File: src/rtl/q9sf_pkg.sv
`timescale 1ns / 1ps
// q9sf_pkg: shared widths, node constants and node-to-factor selection
// for the 9-node biquadratic shape function evaluator. no dependencies.
package q9sf_pkg;

  localparam int IN_W       = 18;
  localparam int OUT_W      = 19;
  localparam int SQ_W       = 2 * IN_W;
  localparam int NODE_W     = 4;
  localparam int NODE_COUNT = 9;

  localparam logic [NODE_W-1:0] NODE_FIRST = NODE_W'(0);
  localparam logic [NODE_W-1:0] NODE_LAST  = NODE_W'(NODE_COUNT - 1);

  // which 1-d factor a node uses along one coordinate
  typedef enum logic [1:0] {
    SEL_MINUS,
    SEL_CENTRE,
    SEL_PLUS
  } sel_e;

  function automatic sel_e node_u_sel(input logic [NODE_W-1:0] node);
    sel_e s;
    case (node) inside
      4'd0, 4'd3, 4'd7: s = SEL_MINUS;
      4'd1, 4'd2, 4'd5: s = SEL_PLUS;
      4'd4, 4'd6, 4'd8: s = SEL_CENTRE;
      default:          s = SEL_CENTRE;
    endcase
    return s;
  endfunction

  function automatic sel_e node_v_sel(input logic [NODE_W-1:0] node);
    sel_e s;
    case (node) inside
      4'd0, 4'd1, 4'd4: s = SEL_MINUS;
      4'd2, 4'd3, 4'd6: s = SEL_PLUS;
      4'd5, 4'd7, 4'd8: s = SEL_CENTRE;
      default:          s = SEL_CENTRE;
    endcase
    return s;
  endfunction

endpackage

File: src/rtl/q9sf_factor.sv
`timescale 1ns / 1ps
// q9sf_factor: 1-d quadratic lagrange factors and their slopes for one
// coordinate, from the coordinate and its square. uses q9sf_pkg.
module q9sf_factor #(
  parameter int FRAC_BITS = 16,
  parameter int FW        = 22
) (
  input  logic signed [q9sf_pkg::IN_W-1:0] c_i,
  input  logic signed [q9sf_pkg::SQ_W-1:0] sq_i,
  output logic signed [FW-1:0]             val_o [3],
  output logic signed [FW-1:0]             der_o [3]
);

  localparam int SqW  = q9sf_pkg::SQ_W;
  localparam int LinW = q9sf_pkg::IN_W + FRAC_BITS + 1;
  localparam int PwA  = (SqW > 2 * FRAC_BITS + 2) ? SqW : 2 * FRAC_BITS + 2;
  localparam int PW   = ((PwA > LinW) ? PwA : LinW) + 1;

  logic signed [PW-1:0] sq_x, lin_x, one_sq, half_hi, half_lo;
  logic signed [PW-1:0] t_minus, t_centre, t_plus;
  logic signed [FW-1:0] c_x, half_f;

  always_comb begin
    sq_x     = PW'(sq_i);
    lin_x    = PW'(c_i) <<< FRAC_BITS;
    one_sq   = PW'(1) <<< (2 * FRAC_BITS);
    half_hi  = PW'(1) <<< FRAC_BITS;
    half_lo  = PW'(1) <<< (FRAC_BITS - 1);
    t_minus  = (sq_x - lin_x + half_hi) >>> (FRAC_BITS + 1);
    t_centre = (one_sq - sq_x + half_lo) >>> FRAC_BITS;
    t_plus   = (sq_x + lin_x + half_hi) >>> (FRAC_BITS + 1);
    val_o[0] = t_minus[FW-1:0];
    val_o[1] = t_centre[FW-1:0];
    val_o[2] = t_plus[FW-1:0];
    c_x      = FW'(c_i);
    half_f   = FW'(1) <<< (FRAC_BITS - 1);
    der_o[0] = c_x - half_f;
    der_o[1] = -(c_x <<< 1);
    der_o[2] = c_x + half_f;
  end

endmodule

File: config.mk
export PLATFORM = sky130hd
export DESIGN_NAME = q9sf_factor
export DESIGN_NICKNAME = d
export VERILOG_FILES = /design/src/rtl/q9sf_pkg.sv /design/src/rtl/q9sf_factor.sv
export SDC_FILE = /design/constraint.sdc
export NUM_CORES = 1
export LEC_CHECK = 0
export BUFFER_PORTS_ARGS = -buffer_cell sky130_fd_sc_hd__buf_4
export CAP_MARGIN = 0
export CORE_MARGIN = 2
export CORE_UTILIZATION = 47
export DETAILED_ROUTE_END_ITERATION = 8
export PLACE_DENSITY_LB_ADDON = 0.05
export SYNTH_ARGS = -nofsm -noshare
export SYNTH_HDL_FRONTEND = slang
export SYNTH_SLANG_ARGS = --single-unit
File: constraint.sdc
create_clock -name vclk -period 2.55
set_clock_uncertainty 0.1 [all_clocks]
set_input_delay 0.1275 -clock vclk [all_inputs]
set_output_delay 0.1275 -clock vclk [all_outputs]
set_load 0.02 [all_outputs]
### After elaboration in Yosys (flattened, before gate mapping)

Index checks and enable logic that the tools add are counted.
Widths: inputs -> output; s select.

| word-level totals | value |
|---|---|
| memories | 0 |
| logic and storage cells | 9 |
| memory bits (writable) | 0 |
| output and inout port bits | 132 |
| bits in latches | 0 |
| memory bits (read-only) | 0 |
| input port bits | 54 |
| flip-flop bits (word level) | 0 |

| operators by class | value |
|---|---|
| shift-type cells | 0 |
| add/sub/neg operators | 9 |
| $lt $le $gt $ge | 0 |
| bitwise operators | 0 |
| divide/modulo/power cells | 0 |
| reduce and logical (&&, ||, !) cells | 0 |
| equal/unequal tests | 0 |
| multipliers | 0 |
| muxes and demuxes | 0 |

Operator list:

| cell | count |
|---|---|
| $add 37x18->37 const B | 2 |
| $add 36x34->37 | 1 |
| $add 37x17->37 const B | 1 |
| $sub 34x36->37 const A | 1 |
| $sub 36x34->37 | 1 |
| $neg 19->22 | 1 |
| $add 18x17->19 const B | 1 |
| $sub 18x17->19 const B | 1 |

### Depth between registers and ports, before layout

Gate-level depths: netlist (run 1).

| logic depth | value |
|---|---|
| word-level depth | 2 |
| mapped depth | 14 |
| mapped depth without buffers | 13 |

### Least setup slack after synthesis (run 1)

No wires, ideal clock.

| timing path | value |
|---|---|
| kind | input -> output |
| start point | input port c_i[11] (netlist bit) |
| end point | output port val_o[20] (netlist bit) |
| data required time | 2.322 ns |
| arrival time | 3.058 ns |
| slack | -0.735 ns |
| cell stages on the path | 14 |
| cells stage by stage | inv_1 > ha_1 > inv_1 > ha_1 > clkbuf_1 > a21o_1 > a21o_1 > a21o_1 > a21oi_1 > o21ai_0 > a211oi_1 > nor4b_1 > nor3_1 > buf_4 |

RTL lines:

| item | RTL line | RTL |
|---|---|---|
| start: declaration | q9sf_factor.sv:8 | `input logic signed [q9sf_pkg::IN_W-1:0] c_i,` |
| end: declaration | q9sf_factor.sv:10 | `output logic signed [FW-1:0] val_o [3],` |

==> summary.md, run 1 <==
| Metric | Value |
|---|---|
| CP arrival | `~2700 ps` |
| Layout Utilization | `0.899` |
| I/O Buffers | `185` |
| Min-Delay Path Class | `input port to output pin` |
| Max_cap viols | `0` |
| CP max stage delay | `460 ps` |
| Top-area cell type share of the netlist area | `0.302` |
| Net Count, Synth | `~800` |
| Hold_buf cts | `0` |
| Startpoint types | `input port` |
| Critical path endpoint | `val_o[64]` |
| Synth Instances | `approximately 630` |
| Top-count cell post-synth | `ha_1` |
| Largest net degree at the start of global routing | `10` |
| Synth warn | `0` |
| Clock buf count | `0` |
| Routed WL | `22,800 um` |
| Setup violators final | `34` |
| Sequential cells | `0` |
| Max_slew headroom | `0.532` |
| Slew @ Worst Pin | `684 ps` |
| Synthesized cell area | `between 0.004 and 0.005 mm^2` |
| WL per Instance | `20.7 um` |
| Cell count along the critical path | `14` |
| Fmax | `341 MHz` |
| Initial Util | `0.479` |
| Initial DRC count | `around 380` |
| GR peak layer | `met2` |
| Grt ovf | `0` |
| Pins over their slew limit | `0` |
| Top Family by Delay on Critical Path | `compound AO/OA/AOI/OAI gates` |
| Seq/Total Area, Yosys | `0` |
| Final hold vios | `0` |
| ANT cells | `0` |
| WS Path Type | `input port to output pin` |
| Vias in the first global route | `slightly above 6,000` |
| Outcome | `finished with violations` |
| Lkg Pwr | `4.35 nW` |
| Pwr dens | `around 350 mW/mm^2` |
| Via count | `6,557` |
| Final HPWL DP | `13,700 um` |
| DRC | `0` |
| Layout cell share with drive strength beyond 1 | `0.570` |
| Most used cell, CP | `buf_4` |
| Core Footprint | `about 0.0097 mm^2` |
| Initial antenna violation count | `0` |
| WP data required | `~2300 ps` |
| Fin crit share | `1.15` |
| Drt pass-1 iters | `5` |
| Critical path buffers and inverters | `5` |
| Gr usage total | `0.337` |
| Post-route minimum period | `just under 3000 ps` |
| First-pass GRT wire length | `28,800 um` |
| Nets@finish | `between 1,000 and 1,500` |
| Reg area | `0 um^2` |
| Crit-path max FO | `4` |
| Area grow syn2layout | `87.7%` |
| Crit path from | `sq_i[8]` |
| Die Wd | `103 um` |
| Peak VDD IR | `approximately 0.3 mV` |
| Setup ws final | `-386 ps` |
| Vert. Die Dim | `103 um` |
| RSZ-0062 raised after global routing | `true` |
| Full die area | `0.0107 mm^2` |
| Num ports | `~190` |
| Ranking of synthesized cells by area | `ha_1 30%, xnor2_1 9.4%, buf_4 7.1%` |
| Final antenna-violating net count | `0` |
| Syn avg cell area | `7.32 um^2` |
| Met3 Resource Use GR | `0.0269` |
| Cell accounting for the most synthesized area | `ha_1` |
| Failing checks | `negative setup slack` |
| Met2 global-route usage | `0.650` |
| RD Place Congestion | `0.928` |
| GRT met1 Usage | `0.377` |
| Cell row count | `36` |
| Cell breakdown of the critical path | `buf_4, inv_1, buf_4, ha_1, buf_4, nor2b_1, o21ai_0, a2111oi_2, nor3_2, o21ai_4, a31oi_4, o211ai_1, xnor2_2, buf_4` |
| Setup Total Neg Slack | `-5470 ps` |
| Post-synthesis cell type count | `65` |
| Slowest cell on crit path | `a2111oi_2` |
| Vias per inst | `between 5 and 6` |
| Crit end category | `output pin` |
| Worst slack, placed | `-365 ps` |
| Commonest cells in the netlist | `112 x ha_1, 72 x inv_1, 50 x xnor2_1, 47 x nor2_1, 44 x buf_4` |
-- tightest hold or removal path, delay by kind of cell --
family,cells,cell delay (ps)
simple gates,1,40
buf+inv,2,230
-- worst min-delay path by stage --
stage	cells past startpoint	slack (ps)	start	end
after floorplan	1	240	sq_i[35]	val_o[42]
after global placement	3	430	sq_i[35]	val_o[43]
after detailed placement	3	430	sq_i[35]	val_o[42]
after CTS	3	430	sq_i[35]	val_o[42]
after global routing	3	450	sq_i[35]	val_o[43]
final	3	430	sq_i[35]	val_o[42]
-- logic make-up (layout without fill, tap and decap cells) --
group	Yosys count	count (layout)	share of synthesized area
multiplexers	2	2	0.00431
buffers and inverters	122	456	0.134
AND/OR/NAND/NOR	176	176	0.204
adder cells (fa/ha/maj)	113	113	0.306
other	1	1	0.000808
XOR/XNOR	70	70	0.134
AO/OA/AOI/OAI	150	150	0.217
-- area by class of cell --
cell class	count	area (um^2)
Tap cell	133	166
Fill cell	446	976
Inverter	72	328
Timing Repair Buffer	384	3070
Multi-Input combinational cell	512	5150
-- repair_timing --
| action | in CTS | in global routing |
|---|---|---|
| pin swaps | 77 | 61 |
| resized for setup | 132 | 89 |
| endpoints found under the setup margin | 36 | 40 |
| buffers inserted | 20 | 18 |
-- power by group --
part,switching (mW),total (mW),internal [mW]
sequential,0,0,0
clock,0,0,0
combinational,1.62,3.06,1.44
total,1.62,3.06,1.44
-- routing by layer --
layer	up-vias	routed length [um]	part of all wire
met4	0	1640	0.072
met1	3064	7870	0.35
met5	-	0	0
li1	2860	-	-
met3	165	1630	0.072
met2	468	11600	0.51
-- per-stage QoR --
step / cell area [um^2] / total power, mW / cells / hold WS [ps]
after global placement: 7340 / 2.36 / 1071 / 428
after floorplan: 4910 / 1.36 / 634 / 242
after CTS: 8170 / 2.65 / 1088 / 430
after detailed placement: 7340 / 2.39 / 1071 / 430
final: 8710 / 3.06 / 1101 / 429
after global routing: 8710 / 3.19 / 1101 / 447
-- cells in the final DEF (no fill, tap or decap), types with 4 or more instances in the layout --
cell type / instances
inv_4: 7
nand2_1: 30
nand2b_1: 6
xnor2_2: 10
o21ai_0: 13
nand3_1: 9
inv_2: 6
buf_6: 30
a21oi_1: 16
buf_4: 345
nand3_2: 4
nor2_1: 38
inv_1: 54
nor2b_1: 11
nand2_2: 5
and3_1: 9
o21bai_1: 10
o21a_1: 6
nand4_1: 8
o21ai_2: 5
a21o_1: 27
ha_2: 5
ha_4: 35
nor3_1: 11
a211oi_2: 4
xor2_1: 15
ha_1: 72
and4_1: 4
xnor2_1: 40
a21oi_2: 17
buf_8: 8
a31oi_4: 6
nor2_2: 6
a31oi_2: 4
Note: power is estimated with default switching activity, not from simulation.
==> run 2, diff against run 1 <==
- REMOVE_ABC_BUFFERS: unset -> 1
- SLEW_MARGIN: unset -> 0
==> summary.md, run 2 (synthesis results as in run 1) <==
| Metric | Value |
|---|---|
| Pins over their slew limit | `0 (unchanged)` |
| Crit-path max FO | `3 (was 4)` |
| Layout cell share with drive strength beyond 1 | `0.583 (was 0.570)` |
| Grt ovf | `0 (unchanged)` |
| Reg area | `0 um^2 (unchanged)` |
| CP max stage delay | `840 ps (was 460 ps)` |
| Area occupied by multi-input gates | `0.00519 mm^2 (was 0.00515 mm^2)` |
| WP data required | `2320 ps (about the same)` |
| Cell row count | `36 (unchanged)` |
| First-pass GRT wire length | `33,300 um (was 28,800 um)` |
| I/O Buffers | `185 (unchanged)` |
| Nets@finish | `1,146 (was 1,137)` |
| Vias per inst | `6.74 (was 5.96)` |
| Commonest non-fill, non-tap cell in the layout | `buf_4 (unchanged)` |
| Outcome | `finished with violations (unchanged)` |
| Final antenna-violating net count | `0 (unchanged)` |
| Area grow syn2layout | `90.8% (was 87.7%)` |
| Slew @ Worst Pin | `985 ps (was 684 ps)` |
| Fin crit share | `1.56 (was 1.15)` |
| RD Place Congestion | `0.924 (was 0.928)` |
| Min-Delay Path Class | `input port to output pin (unchanged)` |
| Placed Cells | `1,070 (was 1,071)` |
| DRC | `41 (was 0)` |
| Non-Filler Instances | `1,110 (was 1,101)` |
| Die Wd | `103 um (unchanged)` |
| Layout filler cell count | `349 (was 446)` |
| Pwr dens | `372 mW/mm^2 (was 351 mW/mm^2)` |
| Core Footprint | `0.00968 mm^2 (unchanged)` |
| RSZ-0062 raised after global routing | `true (unchanged)` |
| Final hold vios | `0 (unchanged)` |
| Drt pass-1 iters | `9 (was 5)` |
| WL per Instance | `28.0 um (was 20.7 um)` |
| Detail Route met3 WL | `4970 um (was 1630 um)` |
| Critical path buffers and inverters | `5 (unchanged)` |
| CP arrival | `3740 ps (was 2710 ps)` |
| Setup violators final | `39 (was 34)` |
| Post-route minimum period | `3970 ps (was 2940 ps)` |
| Vias in the first global route | `6,247 (was 6,037)` |
| Clock buf count | `0 (unchanged)` |
| Sequential cells | `0 (unchanged)` |
| Hold path cells | `2 (was 3)` |
| Hold slack | `413 ps (was 429 ps)` |
| Top Family by Delay on Critical Path | `compound AO/OA/AOI/OAI gates (unchanged)` |
| Initial Util | `0.479 (unchanged)` |
| Lkg Pwr | `4.39 nW (was 4.35 nW)` |
| Setup ws final | `-1420 ps (was -386 ps)` |
| NetSw | `1.82 mW (was 1.62 mW)` |
| Max_cap viols | `0 (unchanged)` |
| Seq pwr share | `0 (about the same)` |
| Hold Path Sink | `der_o[10] (was val_o[42])` |
| Fmax | `252 MHz (was 341 MHz)` |
| Max_slew headroom | `0.340 (was 0.532)` |
| Cell breakdown of the critical path | `buf_6, inv_4, ha_4, inv_1, ha_2, a21o_1, a21oi_2, nor2_1, o211ai_1, o21ai_2, a211oi_4, and4b_1, nor3_2, buf_4, buf_6 (was buf_4, inv_1, buf_4, ha_1, buf_4, nor2b_1, o21ai_0, a2111oi_2, nor3_2, o21ai_4, a31oi_4, o211ai_1, xnor2_2, buf_4)` |
| Largest net degree at the start of global routing | `10 (unchanged)` |
| Slowest cell on crit path | `o211ai_1 (was a2111oi_2)` |
| Switching share of total power | `0.553 (was 0.530)` |
| DRT met1 WL | `10,200 um (was 7870 um)` |
| Failing checks | `design-rule violations, negative setup slack (was negative setup slack)` |
| WL met2 | `12,600 um (was 11,600 um)` |
| Full die area | `0.0107 mm^2 (unchanged)` |
| Top layer in use | `met5 (was met4)` |
| Initial DRC count | `1,168 (was 378)` |
| Startpoint types | `input port (unchanged)` |
| Clk network pwr share | `0 (about the same)` |
| Via count | `7,479 (was 6,557)` |
| Routed WL | `31,100 um (was 22,800 um)` |
| Gate power share | `1.000 (about the same)` |
| Num ports | `186 (unchanged)` |
| WS Path Type | `input port to output pin (unchanged)` |
| Most used cell, CP | `buf_6 (was buf_4)` |
| ANT cells | `0 (unchanged)` |
| Cell count along the critical path | `15 (was 14)` |
| Hold path startpoint | `c_i[10] (was sq_i[35])` |
| Gr usage total | `0.401 (was 0.337)` |
| P_int | `1.47 mW (was 1.44 mW)` |
| Initial antenna violation count | `0 (unchanged)` |
| Most frequent cells in the layout | `347 x buf_4, 65 x ha_1, 49 x inv_1 (was 345 x buf_4, 72 x ha_1, 54 x inv_1)` |
| Final HPWL DP | `14,300 um (was 13,700 um)` |
| Crit end category | `output pin (unchanged)` |
| Peak VDD IR | `0.277 mV (was 0.294 mV)` |
| Vert. Die Dim | `103 um (unchanged)` |
==> run 2: power by group through the flow <==
stage,clock (mW),sequential (mW),combinational [mW]
after floorplan,0,0,1.17
after global placement,0,0,2.28
after detailed placement,0,0,2.31
after CTS,0,0,2.66
after global routing,0,0,3.38
final,0,0,3.30
==> run 2: what timing repair did <==
item | CTS | global route
setup endpoints to repair | 38 | 46
cloned | 0 | 0
setup buffers | 24 | 22
pin swaps | 89 | 75
hold buffers | 0 | 0
gates resized for setup | 171 | 115
==> run 2: routing by layer <==
metal,global-route usage,vias to the layer above
met4,0.195,6
met3,0.117,380
met5,0,-
met1,0.488,3353
met2,0.644,868
li1,-,2872
==> run 2: worst max-delay path by stage <==
stage,endpoint,from,slack [ps]
3_3_place_gp,val_o[65],c_i[0],-470
6_report,val_o[21],c_i[6],-1420
4_1_cts,val_o[63],sq_i[16],-300
5_1_grt,val_o[19],c_i[5],-1430
3_5_place_dp,val_o[63],c_i[0],-580
2_1_floorplan,val_o[19],c_i[11],-1100
==> run 2: area by class of cell <==
| cell class | count | share of cell area |
|---|---|---|
| well taps | 133 | 0.0188 |
| repair buffers | 393 | 0.358 |
| multi-input cells | 512 | 0.586 |
| inverters | 72 | 0.0370 |
==> run 2: through the flow <==
stage / util / instance area, um^2 / total power [mW] / setup WS, ps / setup TNS (ps)
2_1_floorplan: - / 4290 / 1.17 / -1100 / -6030
3_3_place_gp: 0.734 / 7100 / 2.28 / -469 / -9140
3_5_place_dp: 0.734 / 7100 / 2.31 / -580 / -10730
4_1_cts: 0.845 / 8190 / 2.66 / -296 / -2420
5_1_grt: 0.914 / 8860 / 3.38 / -1430 / -17920
6_report: 0.914 / 8860 / 3.30 / -1420 / -16700
==> run 3, diff against run 2 <==
- CORE_ASPECT_RATIO: unset -> 2
==> summary.md, run 3 <==
| Metric | Value |
|---|---|
| Stop stage | `global routing` |
| Run Error | `[ERROR GRT-0232] Routing congestion too high. Check the congestion heatmap in the GUI.` |
| Outcome | `stopped before the end (was finished with violations)` |
| Final HPWL DP | `15,800 um (was 14,300 um)` |
| Syn avg cell area | `7.32 um^2 (unchanged)` |
| Post-synthesis cell type count | `65 (unchanged)` |
| Synth Instances | `634 (unchanged)` |
| Grt ovf | `26` |
| Gr usage total | `0.659` |
| Hold_buf cts | `0 (unchanged)` |
| Ranking of synthesized cells by area | `ha_1 30%, xnor2_1 9.4%, buf_4 7.1% (unchanged)` |
| Synthesized cell area | `0.00464 mm^2 (unchanged)` |
| Vert. Die Dim | `145 um (was 103 um)` |
| Commonest cells in the netlist | `112 x ha_1, 72 x inv_1, 50 x xnor2_1, 47 x nor2_1, 44 x buf_4 (unchanged)` |
| Top-area cell type share of the netlist area | `0.302 (unchanged)` |
| Synth warn | `0 (unchanged)` |
| DP Area | `0.00717 mm^2 (was 0.00710 mm^2)` |
| Top-count cell post-synth | `ha_1 (unchanged)` |
| Cell accounting for the most synthesized area | `ha_1 (unchanged)` |
| Die Wd | `74.3 um (was 103 um)` |
| RD Place Congestion | `0.942 (was 0.924)` |
| Num ports | `186 (unchanged)` |
| Largest net degree at the start of global routing | `10` |
| Seq/Total Area, Yosys | `0 (unchanged)` |
| Cell row count | `51 (was 36)` |
| Placed Cells | `1,078 (was 1,070)` |
| Worst EP kind | `primary output` |
| I/O Buffers | `185 (unchanged)` |
| Initial Util | `0.478 (was 0.479)` |
| Post-GRT worst EP | `val_o[63]` |
-- run 3: cell families after synthesis --
family,synth area share
muxes,0.00431
other,0.000808
AOI/OAI and AO/OA,0.217
buffers and inverters,0.134
and+or+nand+nor,0.204
adders and majority gates,0.306
xor gates and xnor gates,0.134
-- run 3: through the flow --
stage | setup WS (ps) | utilization | setup TNS, ps | hold slack (ps)
after floorplan | -1100 | - | -6030 | 155
after global placement | -429 | 0.739 | -8620 | 428
after detailed placement | -518 | 0.739 | -10630 | 444
after CTS | -226 | 0.838 | -2630 | 416
-- run 3: what timing repair did --
item | in CTS
setup buffers | 22
resized for setup | 150
pin swaps | 75
endpoints found under the setup margin | 41
-- run 3: routing by layer --
metal  global-route usage  GRT overflow
met3                0.412             0
met1                0.568             0
met2                0.934            17
met4                0.756             9
met5               0.0476             0
==> run 4, diff against run 3 <==
- CORE_ASPECT_RATIO: 2 -> unset
- CORE_UTILIZATION: 47 -> 32
- PLACE_DENSITY_LB_ADDON: 0.05 -> 0.15
- clock period: 2.55 -> 3.31 ns (I/O delays scaled with it)
==> summary.md, run 4 (synthesis results as in run 1) <==
| Metric | Value |
|---|---|
| Gr usage total | `0.185` |
| Most frequent cells in the layout | `204 x buf_4, 111 x ha_1, 72 x inv_1` |
| Initial Util | `0.323 (was 0.478)` |
| Crit-path max FO | `7` |
| Pwr dens | `261 mW/mm^2` |
| Hold_buf cts | `0 (unchanged)` |
| Fmax | `320 MHz` |
| Clock buf count | `0` |
| Setup violators final | `0` |
| First-pass GRT wire length | `24,600 um` |
| Sequential cells | `0` |
| Total power draw | `roughly 1.6 mW` |
| WP data required | `~3000 ps` |
| WS Path Type | `input port to output pin` |
| Pins over their slew limit | `0` |
| Most used cell, CP | `buf_4` |
| Slowest cell on crit path | `or4_1` |
| Cell breakdown of the critical path | `buf_4, inv_1, ha_1, ha_4, and4b_1, nand3_1, or4_1, o21ai_2, a31oi_1, o211ai_1, xnor2_1, buf_4` |
| Commonest non-fill, non-tap cell in the layout | `buf_4` |
| Drt pass-1 iters | `5` |
| Slew @ Worst Pin | `599 ps` |
| Num ports | `186 (unchanged)` |
| Fin area | `approximately 0.0061 mm^2` |
| Peak VDD IR | `0.101 mV` |
| ANT cells | `0` |
| Top Family by Delay on Critical Path | `simple AND/OR/NAND/NOR gates` |
| Layout cell share with drive strength beyond 1 | `0.284` |
| Final HPWL DP | `13,400 um (was 15,800 um)` |
| Cell row count | `44 (was 51)` |
| Outcome | `finished, final reports clean (was stopped before the end)` |
| Die Wd | `124 um (was 74.3 um)` |
| Post-route minimum period | `around 3100 ps` |
| CP max stage delay | `500 ps` |
| Lkg Pwr | `about 3.3 nW` |
| DRC | `0` |
| Initial DRC count | `239` |
| Full die area | `0.0155 mm^2` |
| Largest net degree at the start of global routing | `10` |
| Setup Buffers After CTS | `0 (was 22)` |
| Max_cap viols | `0` |
| Area occupied by multi-input gates | `0.00406 mm^2` |
| Initial antenna violation count | `0` |
| Final antenna-violating net count | `0` |
| Startpoint types | `input port` |
| # resized after CTS | `0 (was 150)` |
| Final hold vios | `0` |
| I/O Buffers | `185 (unchanged)` |
| Reg area | `0 um^2` |
| Layout filler cell count | `1,526` |
| Nets@finish | `roughly 960` |
| DP Area | `0.00605 mm^2 (was 0.00717 mm^2)` |
| WL per Instance | `about 16 um` |
| Core Footprint | `~0.014 mm^2` |
| Max_slew headroom | `0.597` |
| Routed WL | `15,100 um` |
| Grt ovf | `0` |
| CP arrival | `2850 ps` |
| Crit end category | `output pin` |
| Via count | `around 5,000` |
| Area grow syn2layout | `31.2%` |
| RD Place Congestion | `0.890 (was 0.942)` |
| Vias per inst | `5.07` |
| Vias in the first global route | `4,855` |
| RSZ-0062 raised after global routing | `false` |
| Fin crit share | `0.943` |
| Critical path buffers and inverters | `3` |
| Min-Delay Path Class | `input port to output pin` |
| Vert. Die Dim | `124 um (was 145 um)` |
[run 4: worst paths after layout]
path | cells after the start | start | endpoint
min | 2 | c_i[4] | der_o[48]
max | 12 | c_i[0] | val_o[64]
[run 4: layer usage]
| layer | track usage | part of all wire | vias up |
|---|---|---|---|
| li1 | - | - | 2494 |
| met1 | 0.245 | 0.45 | 2277 |
| met2 | 0.336 | 0.49 | 143 |
| met3 | 0.0120 | 0.046 | 16 |
| met4 | 0.0278 | 0.016 | 0 |
| met5 | 0 | 0 | - |
[run 4: area by class of cell]
| class | count | share of cell area |
|---|---|---|
| Timing Repair Buffer | 204 | 0.251 |
| Multi-Input combinational cell | 512 | 0.666 |
| Inverter | 72 | 0.0444 |
| Tap cell | 184 | 0.0378 |
[run 4: metrics by stage]
stage          setup slack [ps]  utilization  hold WS, ps  setup TNS, ps  instances
2_1_floorplan              -416            -          231          -1250        584
3_3_place_gp                137        0.421          478              0        972
3_5_place_dp               26.2        0.421          479              0        972
4_1_cts                    14.2        0.421          479              0        972
5_1_grt                    14.6        0.424          487              0        972
6_report                    190        0.424          476              0        972
[run 4: report_power, final]
part | total (mW) | switching, mW | internal, mW | leakage, nW
Combinational | 1.59 | 0.917 | 0.673 | 3.27
Sequential | 0 | 0 | 0 | 0
Clock | 0 | 0 | 0 | 0
